### src/rtl/core/medt_pkg.sv
`default_nettype none

package medt_pkg;

  // result line index is always this wide, low bits of the line number
  localparam int LINE_INDEX_W = 10;

  // master-side tdata width: line_index, orientation, is_new, table_full, zero fill
  localparam int OUT_DATA_W = 16;

  // control flags of one request on its way from front to back
  typedef struct packed {
    logic clear;
    logic last;
  } medt_ctl_t;

  // one result item
  typedef struct packed {
    logic [LINE_INDEX_W-1:0] line_index;
    logic                    orientation;
    logic                    is_new;
    logic                    table_full;
    logic                    element_done;
  } medt_res_t;

endpackage

`default_nettype wire

### src/rtl/core/medt_front.sv
`default_nettype none

module medt_front #(
  parameter int POINT_BITS = 16,
  parameter int DATA_W     = 32
) (
  input  wire logic                    clk,
  input  wire logic                    rst,
  input  wire logic                    s_tvalid,
  output logic                         s_tready,
  input  wire logic [DATA_W-1:0]       s_tdata,
  input  wire logic                    s_tuser,
  input  wire logic                    s_tlast,
  output logic                         f_valid,
  input  wire logic                    f_ready,
  output medt_pkg::medt_ctl_t          f_ctl,
  output logic [2*POINT_BITS-1:0]      f_pts
);

  logic valid;

  assign s_tready = !valid || f_ready;
  assign f_valid  = valid;

  always_ff @(posedge clk) begin
    if (rst) begin
      valid <= 1'b0;
    end else if (s_tready) begin
      valid <= s_tvalid;
    end
  end

  // classify: a clear request carries no element end
  always_ff @(posedge clk) begin
    if (s_tvalid && s_tready) begin
      f_ctl.clear <= s_tuser;
      f_ctl.last  <= s_tlast & ~s_tuser;
      f_pts       <= s_tdata[2*POINT_BITS-1:0];
    end
  end

endmodule

`default_nettype wire

### config.mk
export PLATFORM = sky130hd
export DESIGN_NAME = medt_front
export DESIGN_NICKNAME = d
export VERILOG_FILES = /design/src/rtl/core/medt_pkg.sv /design/src/rtl/core/medt_front.sv
export SDC_FILE = /design/constraint.sdc
export NUM_CORES = 1
export LEC_CHECK = 0
export BUFFER_PORTS_ARGS = -buffer_cell sky130_fd_sc_hd__buf_2
export CAP_MARGIN = 20
export CORE_ASPECT_RATIO = 0.9
export CORE_MARGIN = 2
export CORE_UTILIZATION = 36
export DETAILED_ROUTE_END_ITERATION = 6
export GPL_ROUTABILITY_DRIVEN = 1
export GPL_TIMING_DRIVEN = 0
export PLACE_DENSITY = 0.78
export SYNTH_ARGS = -nofsm -noshare
export SYNTH_HDL_FRONTEND = slang
export SYNTH_SLANG_ARGS = --single-unit
### constraint.sdc
create_clock -name clk -period 1.1 [get_ports clk]
set_input_delay 0.22 -clock clk [delete_from_list [all_inputs] [get_ports clk]]
set_output_delay 0.22 -clock clk [all_outputs]
set_load 0.03 [all_outputs]
; After elaboration in Yosys (flattened, before gate mapping)
; Cells that the tools add are included.
[word_totals]
ff_bits = 35
elab_cells = 9
[op_classes]
reduce_logical = 3
bitwise = 2
[ops]
columns = cell, count
row1 = $and 1x1->1, 1
row2 = $logic_and 1x1->1, 1
row3 = $logic_not 1->1, 1
row4 = $logic_or 1x1->1, 1
row5 = $not 1->1, 1

; Longest topological paths before layout
[logic_depth]
ltp_word = 3
depth_mapped = 2

; Least setup slack after synthesis
; Ideal clock, no wire load.
[synth_timing]
path_kind = flip-flop to flip-flop
from = register valid (netlist: f_valid)
to = register f_ctl[0] (netlist name) (enable)
path_buffers = 0
setup_slack_ps = -214
path_stages_with_launch = 3
t_arrival_ps = 971
synth_period_minus_slack_ps = 1314
setup_ps = 343
path_cell_list = dfxtp_1 -> nand2b_4 -> and2_4
[synth_via]
elab_chain_cells = 3
[synth_lines]
columns = element, line
row1 = "start, declared", medt_front.sv:20  ; logic valid;
row2 = "start signal, assigned", medt_front.sv:29  ; valid <= s_tvalid;
row3 = $logic_not 1->1, medt_front.sv:22  ; assign s_tready = !valid || f_ready;
row4 = $logic_or 1x1->1, medt_front.sv:22
row5 = via s_tready, medt_front.sv:10  ; output logic s_tready,
row6 = $logic_and 1x1->1, medt_front.sv:35  ; if (s_tvalid && s_tready) begin
row7 = "end, declared", medt_front.sv:16  ; output medt_pkg::medt_ctl_t f_ctl,
; The timed path passes the listed nets, and every way through them passes these cells.
; A chain may end at the register's enable or synchronous reset.

; Final worst setup path
[layout_timing]
from = register valid (netlist: f_valid)
to = output s_tready
[layout_via]
elab_chain_cells = 2
[layout_lines]
columns = element, line
row1 = $logic_not 1->1, medt_front.sv:22
row2 = $logic_or 1x1->1, medt_front.sv:22
row3 = "end, declared", medt_front.sv:10
; No other way between the ends.

==> key figures <==
Setup path
  – Worst Path Required: 880 ps
  – Worst EP arrival: 920 ps
  – Critical path, cell by cell: nand2b_4 > buf_6
  – CP max-delay cell: dfxtp_4
  – Crit path largest cell delay: 370 ps
  – CP endpoint kind: output port
  – Worst Path Max Fanout: 4
  – WS Path Type: reg2out
  – Crit path launch type: register

Logic synthesis
  – Mapped Cells: 40
  – Largest family of logic cells by synthesized area: simple AND/OR/NAND/NOR gates
  – Multiplexer area fraction after synthesis: 0
  – Post-Syn Area: 0.00108 mm²
  – Synth Area in XOR/XNOR: 0
  – Compound-Gate Fraction of Synth Area: 0.00809
  – Post-synthesis sequential area ratio: 0.962
  – Post-synthesis area per instance: 27.1 µm²
  – Synthesis-stage register bit count: 35
  – Synth Warn #: 0
  – Post-Synth Simple-Gate Area: 0.0266
  – Number of library cell types mapped by synthesis: 7
  – Post-synthesis adder-cell area fraction: 0
  – Syn nets: 78

Placement
  – Placed Cells: 153
  – Placed cell area: 0.00150 mm²
  – GPL Wtd Cong: 0.555
  – Port buffer count: 73
  – DP Worst Slack: -117 ps

Routing
  – Met3 Routed Length: 344 µm
  – M1 WL: 787 µm
  – Vias/cell: 4.34
  – Wirelength per Cell: 14.9 µm
  – Top sig layer: met4
  – DRT iter0 DRCs: 16
  – Antenna-violating nets left: 0
  – Wire length on met2: 1.25 mm
  – Drt pass-1 iters: 3
  – DRC viols: 0
  – Via count: 707
  – Routed WL: 2.43 mm

STA
  – Final hold vios: 0
  – Worst slew pin tran: 236 ps
  – Final worst setup slack: -41.7 ps
  – Final Hold Slack: 23.5 ps
  – Crit path time final: 1140 ps
  – Final setup viols: 14
  – Slew Limit Headroom: 0.843
  – Final Cycle Share: 1.04
  – Fmax: 876 MHz
  – Pins Over Slew Limit: 0
  – RSZ-0062 raised after global routing: true
  – Final Skew: 7.64 ps

Floorplanning
  – Die ar.: 0.00346 mm²
  – Die Y: 56.0 µm
  – Ports: 74
  – Row count: 18
  – Core area: 0.00279 mm²
  – Initial Util: 0.388
  – Die width: 61.8 µm

Clocking
  – Longest Clk Path Bufs: 2
  – CTS root buf: clkbuf_4
  – CTS sink count: 35
  – CTS clock-pin slew for the worst setup and hold paths: 100 ps
  – CTS tree: built
  – CTS H-tree depth: 2
  – TritonCTS Buffers: 5
  – Worst-Skew Late Latency: 330 ps
  – Hold bufs inserted after CTS: 0

Power and ir drop
  – Leak: 0.773 nW
  – Pwr dens: 1590 mW/mm²
  – Peak VDD IR: 0.771 mV

Global route
  – GRT Overall Usage: 0.152
  – Largest net degree at the start of global routing: 18
  – First-pass GRT wire length: 3.44 mm
  – Initial antenna violation count: 0
  – Vias in the first global route: 721
  – Grt ovf: 0

Worst hold path
  – Class of the worst hold path: in2reg

Final layout
  – Fin area: 0.00181 mm²
  – Post-route insts no fill: 163
  – Layout Nets: 160
  – Synthesis-to-layout area growth: 67.5%
  – Share of cells above drive strength 1: 0.699
  – Diode count: 0
  – Core Util, Final: 0.649

Job
  – Max-cap viol count: 0

Run status
  – Outcome: complete, but fails checks
  – Failing checks: setup timing
## cells by family after synthesis
| kind of cell | after synthesis |
|---|---|
| AO/OA/AOI/OAI | 1 |
| buffers and inverters | 1 |
| flip-flops | 35 |
| AND/OR/NAND/NOR | 3 |
## synthesized netlist by cell type, drive strengths merged
cell | n | share of area
nor2b | 1 | 0.0058
a21oi | 1 | 0.0081
dfxtp | 1 | 0.018
and2 | 1 | 0.0081
inv | 1 | 0.0035
nand2b | 1 | 0.013
edfxtp | 34 | 0.94
## stage by stage
| stage | setup TNS (ps) | power (W) |
|---|---|---|
| finish | -195 | 0.00289 |
| global route | -2010 | 0.00301 |
| CTS | -588 | 0.00291 |
| detailed placement | -3930 | 0.00194 |
| global placement | -2830 | 0.00193 |
| floorplan | -4190 | 0.00180 |
## state kept, by name (all words and copies together), names as in the netlist
| register | flops |
|---|---|
| f_pts | 32 |
| f_valid | 1 |
| f_ctl | 2 |
## what timing repair did
| action | 4_1_cts | 5_1_grt |
|---|---|---|
| setup endpoints to repair | 69 | 36 |
| gates resized for setup | 69 | 3 |
| cloned | 1 | 0 |
| buffers inserted | 1 | 0 |
| pin swaps | 1 | 0 |
## area by class of cell
type,count,area [µm²]
sequential,35,1040
fill,210,980
timing repair buffer,74,592
tap,40,50.0
multi-input combinational,5,46.3
clock inverter,3,38.8
clock buffer,5,37.5
inverter,1,3.75
## path summary, 6_finish.rpt
path,from,to,slack [ps],depth (start not counted)
setup reg to reg,f_valid,f_pts[16],30,2
hold / removal,rst,f_valid,20,2
setup / recovery,f_valid,s_tready,-40,2
hold reg to reg,f_valid,f_valid,630,3
## layer usage
layer,GRT usage,vias to the layer above
li1,-,320
met1,0.133,330
met2,0.254,51
met3,0.0953,6
met4,0.0821,0
met5,0,-
## power by group
group	internal (W)	switching, W	total (W)
logic	0.000193	0.000237	0.000429
registers	0.00156	0.0000374	0.00159
clock network	0.000467	0.000402	0.000869
total	0.00221	0.000676	0.00289
## layout by cell type, fill, tap and decap left out
master	instances
buf_2	38
nor2b_1	1
and2_4	2
clkbuf_4	5
buf_4	1
dfxtp_4	1
bufinv_16	1
clkinv_2	1
edfxtp_1	34
clkinv_1	1
a21oi_2	1
inv_1	1
buf_6	35
nand2b_4	1
## worst max-delay path: cells and delay by family, from the launching register on
kind,cells,cell delay (ps)
buffers and inverters,1,130
flip-flops,1,370
AND/OR/NAND/NOR,1,90
(Power assumes the default switching activity.)
