### config.mk
export PLATFORM = sky130hd
export DESIGN_NAME = medt_queue
export DESIGN_NICKNAME = d
export VERILOG_FILES = /design/src/rtl/core/medt_queue.sv
export SDC_FILE = /design/constraint.sdc
export NUM_CORES = 1
export LEC_CHECK = 0
export ABC_AREA = 1
export BUFFER_PORTS_ARGS = -buffer_cell sky130_fd_sc_hd__buf_2
export CAP_MARGIN = 15
export CORE_MARGIN = 4
export CORE_UTILIZATION = 48
export CTS_BUF_LIST = sky130_fd_sc_hd__clkbuf_2 sky130_fd_sc_hd__clkbuf_4 sky130_fd_sc_hd__clkbuf_8
export DETAILED_ROUTE_END_ITERATION = 8
export PLACE_DENSITY = 0.74
export SLEW_MARGIN = 5
export SYNTH_ARGS = -nofsm -noshare
export SYNTH_HDL_FRONTEND = slang
export SYNTH_SLANG_ARGS = --single-unit
export TNS_END_PERCENT = 5
### constraint.sdc
create_clock -name clk -period 4.1 [get_ports clk]
set_input_delay 0.205 -clock clk [delete_from_list [all_inputs] [get_ports clk]]
set_output_delay 0.205 -clock clk [all_outputs]
set_load 0.03 [all_outputs]
### src/rtl/core/medt_queue.sv
`default_nettype none

module medt_queue #(
  parameter int W = 34
) (
  input  wire logic         clk,
  input  wire logic         rst,
  input  wire logic         push_valid,
  output logic              push_ready,
  input  wire logic [W-1:0] push_data,
  output logic              pop_valid,
  input  wire logic         pop_ready,
  output logic [W-1:0]      pop_data
);

  logic [W-1:0] slot [2];
  logic         wptr;
  logic         rptr;
  logic [1:0]   cnt;
  logic         do_push;
  logic         do_pop;

  assign push_ready = (cnt != 2'd2);
  assign pop_valid  = (cnt != 2'd0);
  assign pop_data   = slot[rptr];
  assign do_push    = push_valid && push_ready;
  assign do_pop     = pop_valid && pop_ready;

  always_ff @(posedge clk) begin
    if (rst) begin
      wptr <= 1'b0;
      rptr <= 1'b0;
      cnt  <= 2'd0;
    end else begin
      if (do_push) begin
        wptr <= ~wptr;
      end
      if (do_pop) begin
        rptr <= ~rptr;
      end
      if (do_push && !do_pop) begin
        cnt <= cnt + 2'd1;
      end else if (do_pop && !do_push) begin
        cnt <= cnt - 2'd1;
      end
    end
  end

  always_ff @(posedge clk) begin
    if (do_push) begin
      slot[wptr] <= push_data;
    end
  end

endmodule

`default_nettype wire

After elaboration in Yosys (flattened, before gate mapping)
Memories as Yosys holds them, arrays and structs flattened. A register that Yosys moved wholly into a read port is not among the register bits.
Cells that the tools add are included.
{ "word_totals": {"register_bits": 4, "mem_bits_rw": 68, "inputBits": 38, "output_inout_bits": 36, "word_cells": 23, "mem_count": 1} }
{ "memory_table": {"columns": ["name", "depth", "width", "read_ports", "rd_clocked_by_memory_dff", "wr", "line_no", "rtl"], "rows": [
  ["slot", 2, 34, 1, 1, 1, "16", "logic [W-1:0] slot [2];"]
]} }
{ "classes": {"addsub": 2, "n_eq_ne": 1, "muxes": 6, "n_bitwise": 2, "n_reduce_logical": 8} }
{ "ops": {"columns": ["cell", "n"], "rows": [
  ["1-bit logical AND", 4],
  ["1-bit two-way mux", 4],
  ["2-bit two-way mux", 2],
  ["2-bit nonzero test", 2],
  ["2-bit by 1-bit adder with 2-bit output (second input constant)", 1],
  ["1-bit logical NOT", 2],
  ["2-bit != test (second input constant)", 1],
  ["1-bit inverter", 2],
  ["2-bit by 1-bit subtractor with 2-bit output (second input constant)", 1]
]} }

Longest topological paths before layout
{ "depth": {"ltp_word": 6, "depth_mapped": 11, "mapped_depth_nobuf": 11} }

Least setup slack after synthesis
No wires, ideal clock.
{ "synth_timing": {"path_kind": "register to register", "startpoint": "register cnt[0]", "endpoint": "memory slot[0][0], enable pin", "setup_time_ns": 0.425, "arrival_ns": 2.225, "t_required_ns": 3.675, "setup_slack_ns": 1.450, "stages_incl_launch_ff": 5, "path_buffers": 0, "period_less_slack_ns": 2.650, "cell_sequence": "dfxtp_1 inv_1 nand2_1 nand2_1 nor2_1"} }
{ "synth_between": {"elab_chain_cells": 4} }
{ "synth_rtl": {"columns": ["item", "line_no", "rtl"], "rows": [
  ["start, declared", "19", "logic [1:0] cnt;"],
  ["start signal, assigned", "42", "cnt <= cnt + 2'd1;"],
  ["start signal, assigned", "44", "cnt <= cnt - 2'd1;"],
  ["2-bit != test", "23", "assign push_ready = (cnt != 2'd2);"],
  ["named net push_ready", "9", "output logic push_ready,"],
  ["1-bit logical AND", "26", "assign do_push = push_valid && push_ready;"],
  ["1-bit two-way mux", "50", "if (do_push) begin"],
  ["1-bit two-way mux (implied by the code)", "51", "slot[wptr] <= push_data;"],
  ["end, declared", "16", null]
]} }
The timed path passes the listed nets, and every way through them passes these cells.

==> implementation parameters <==
Parameter                              Value

Outcome
  Status ... finished, final reports clean

Final layout
  Final non-filler cell area ... 3470 µm²
  Count of filler cells inserted in the layout ... 413
  Antenna diode instance count ... 0
  Fraction of layout cells with a size suffix above 1 ... 54.4%
  Utilization after layout ... between 60 and 70%
  Layout overhead on the synthesized area ... 21.8%
  Area of the multi-input gates ... 619 µm²
  Number of nets in the layout ... 262
  Area used by sequential logic in the layout ... 2140 µm²

GRT
  Pin count of the biggest net entering global routing ... 35
  Number of antenna violations at the first check in global routing ... 0
  Total global routing overflow ... 0
  Vias in the first global route ... around 1.5k
  Total track usage ... around 13%
  Wire length of the first global-routing pass ... between 7 and 8 mm

Power and ir drop
  Share of power burned in registers ... 44.9%
  Pwr Density ... around 660 nW/µm²
  Lkg Pwr ... 1.40 nW
  Switching portion of total power ... 31.0%
  Peak supply drop ... 0.525 mV
  Internal ... 1.58 mW
  Psw ... 0.707 mW
  Proportion of power drawn by the clock network ... 26.4%
  Logic pwr share ... between 20% and 30%

Floorplanning
  Initial standard-cell utilization of the core ... 50.5%
  Die area ... 7230 µm²
  Vertical die dimension ... approximately 85 µm
  Boundary Pins ... 74
  Standard-cell row count ... 27
  Core Box Area ... 5640 µm²
  Die Width ... 85.0 µm

Clock network
  Clock sink count ... 73
  Post-CTS repair timing setup buffer count ... 0
  Number of gates resized after cts ... 0
  Clock insertion delay at the later pin of the skew report ... 0.33 ns
  Number of hold buffers added after CTS ... 0
  Clock tree from TritonCTS ... done
  Max clock buf depth ... 2
  Number of H-tree branching levels ... 3
  Library cell used as clock root buffer ... sky130_fd_sc_hd__clkbuf_8
  Clk slew on worst S/H paths ... approximately 0.07 ns
  Clock buffer count from CTS ... 9

STA
  RSZ-0062 raised after global routing ... false
  Relative slew slack ... about 28%
  Final count of negative-setup-slack endpoints ... 0
  Slew at the pin closest to its max-slew limit ... 1.09 ns
  Max Freq ... 456 MHz
  Final total negative setup slack ... 0 ns
  Final slew viol count ... 0
  Final min period ... 2.19 ns
  Final period utilization ... roughly 54%
  Final number of hold-violating endpoints ... 0
  Layout Skew ... 0.00682 ns

Yosys
  Warnings from Yosys ... 0
  Post-synthesis cell area ... between 2000 and 3000 µm²
  Register area share after synthesis ... between 70% and 80%
  Number of synthesized flops with an enable pin ... 68
  Portion of synthesized cell area occupied by the leading cell type ... 71.7%
  Post-Synthesis Net Count ... ~180
  Cell count after synthesis ... 143
  Commonest register cell after synthesis ... sky130_fd_sc_hd__edfxtp_1
  Distinct cell type count after synthesis ... 14
  Most area-hungry cell type in the Yosys netlist ... sky130_fd_sc_hd__edfxtp_1
  #FFs+latches synth ... between 70 and 80
  Cell types with the highest counts after synthesis ... 68 x sky130_fd_sc_hd__edfxtp_1, 30 x sky130_fd_sc_hd__mux2_4, 9 x sky130_fd_sc_hd__nand2_1
  Main area contributors after synthesis ... sky130_fd_sc_hd__edfxtp_1 72%, sky130_fd_sc_hd__mux2_4 16%, sky130_fd_sc_hd__dfxtp_1 3.5%, sky130_fd_sc_hd__buf_12 2.1%, sky130_fd_sc_hd__mux2_2 1.6%
  Mapped Avg Cell Area ... 19.9 µm²
  Proportion of register bits with asynchronous set or reset after synthesis ... 0%
  Most frequent cell after synthesis ... sky130_fd_sc_hd__edfxtp_1

Worst setup path
  Top fanout value on the critical path ... 34
  Arr. time, crit path ... slightly below 2 ns
  Data required time at the worst endpoint ... roughly 3.9 ns
  Critical path class ... reg2out
  Startpoint class of the critical path ... register
  Crit end category ... output port

Route
  Via count ... 1438
  Final Routed Wirelength ... 4.58 mm
  First-iteration detailed-routing DRC count ... slightly below 90
  Average wire per standard cell ... 15.3 µm
  Vias per cell ... 4.79
  Count of antenna-violating nets left after detailed routing ... 0
  First-pass detailed-route iteration total ... 4
  DRC violation count after routing ... 0

Flow run
  Max cap viols ... 0

Place
  Number of port buffers ... 73
  Cell Area, Placed ... 3250 µm²
  RD Place Congestion ... 0.658
  Placed wire-length estimate after detailed placement ... 3.13 mm

Worst hold path
  Min-delay worst type ... in2reg
## area by class of cell
| cell class | count | share of cell area (%) |
|---|---|---|
| Clock buffer | 12 | 4.40 |
| Clock inverter | 4 | 1.95 |
| Inverter | 8 | 0.866 |
| Multi-Input combinational cell | 58 | 17.9 |
| Sequential cell | 73 | 61.8 |
| Tap cell | 72 | 2.60 |
| Timing Repair Buffer | 73 | 10.5 |
## metal layers
metal / up-vias / track usage, % / share of wire, %
met5: - / 0 / 0
met4: 0 / 7.34 / 1.8
met3: 10 / 4.85 / 6.2
met2: 41 / 23.4 / 54
met1: 693 / 14.2 / 38
li1: 694 / - / -
## registers in the layout, summed over array words and instances (netlist names), named ones only
signal,count
slot,68
cnt,2
rptr,1
wptr,1
## power by group through the flow
stage | Sequential, mW | Combinational [mW] | Clock (mW)
after global placement | 1.04 | 0.656 | 0
after detailed placement | 1.04 | 0.663 | 0
after CTS | 1.03 | 0.665 | 0.621
after global routing | 1.04 | 0.696 | 0.666
after floorplan | 0.985 | 0.578 | 0
final | 1.02 | 0.655 | 0.604
## through the flow
step	hold slack [ns]	instances	worst slack [ns]	power [mW]
2_1_floorplan	0.304	143	1.45	1.56
3_3_place_gp	0.393	284	2.22	1.69
3_5_place_dp	0.396	284	2.23	1.71
4_1_cts	0.0434	300	1.85	2.31
5_1_grt	0.0285	300	1.76	2.40
6_report	0.0597	300	1.91	2.28
## layout by cell type (no fill, tap or decap)
cell type | synthesis | final
sky130_fd_sc_hd__inv_1 | 8 | 8
sky130_fd_sc_hd__nand2_1 | 9 | 9
sky130_fd_sc_hd__mux2_2 | 4 | 4
sky130_fd_sc_hd__o21ai_0 | 2 | 2
sky130_fd_sc_hd__mux2_4 | 30 | 30
sky130_fd_sc_hd__buf_2 | 0 | 73
sky130_fd_sc_hd__ha_1 | 1 | 1
sky130_fd_sc_hd__clkbuf_8 | 0 | 10
sky130_fd_sc_hd__clkbuf_4 | 0 | 2
sky130_fd_sc_hd__edfxtp_1 | 68 | 68
sky130_fd_sc_hd__a21oi_1 | 2 | 2
sky130_fd_sc_hd__nor2_4 | 0 | 2
sky130_fd_sc_hd__nand3_1 | 2 | 2
sky130_fd_sc_hd__nand4_1 | 1 | 1
sky130_fd_sc_hd__nor2_1 | 7 | 5
sky130_fd_sc_hd__bufinv_16 | 0 | 2
sky130_fd_sc_hd__clkinv_1 | 0 | 2
sky130_fd_sc_hd__dfxtp_2 | 0 | 1
sky130_fd_sc_hd__dfxtp_1 | 5 | 4
## worst max-delay path: stages, from the launching register on
cell	delay [ns]
sky130_fd_sc_hd__dfxtp_2	1.05
sky130_fd_sc_hd__mux2_2	0.42
sky130_fd_sc_hd__buf_2	0.18
## logic make-up after synthesis
kind of cell,Yosys count,share of synthesized area (%)
AOI/OAI and AO/OA,4,0.703
and+or+nand+nor,19,2.68
adders and majority gates,1,0.439
buffers and inverters,12,3.56
DFF,73,75.2
muxes,34,17.4
## path summary, 6_finish.rpt
check	start	end	slack [ns]	cells after the start
min	push_data[25]	slot[0][25]	0.06	1
min reg2reg	rptr	register	0.50	2
max	register	pop_data[31]	1.91	2
max reg2reg	cnt[0]	slot[0][10]	2.26	4
Note: power is estimated with default switching activity, not from simulation.
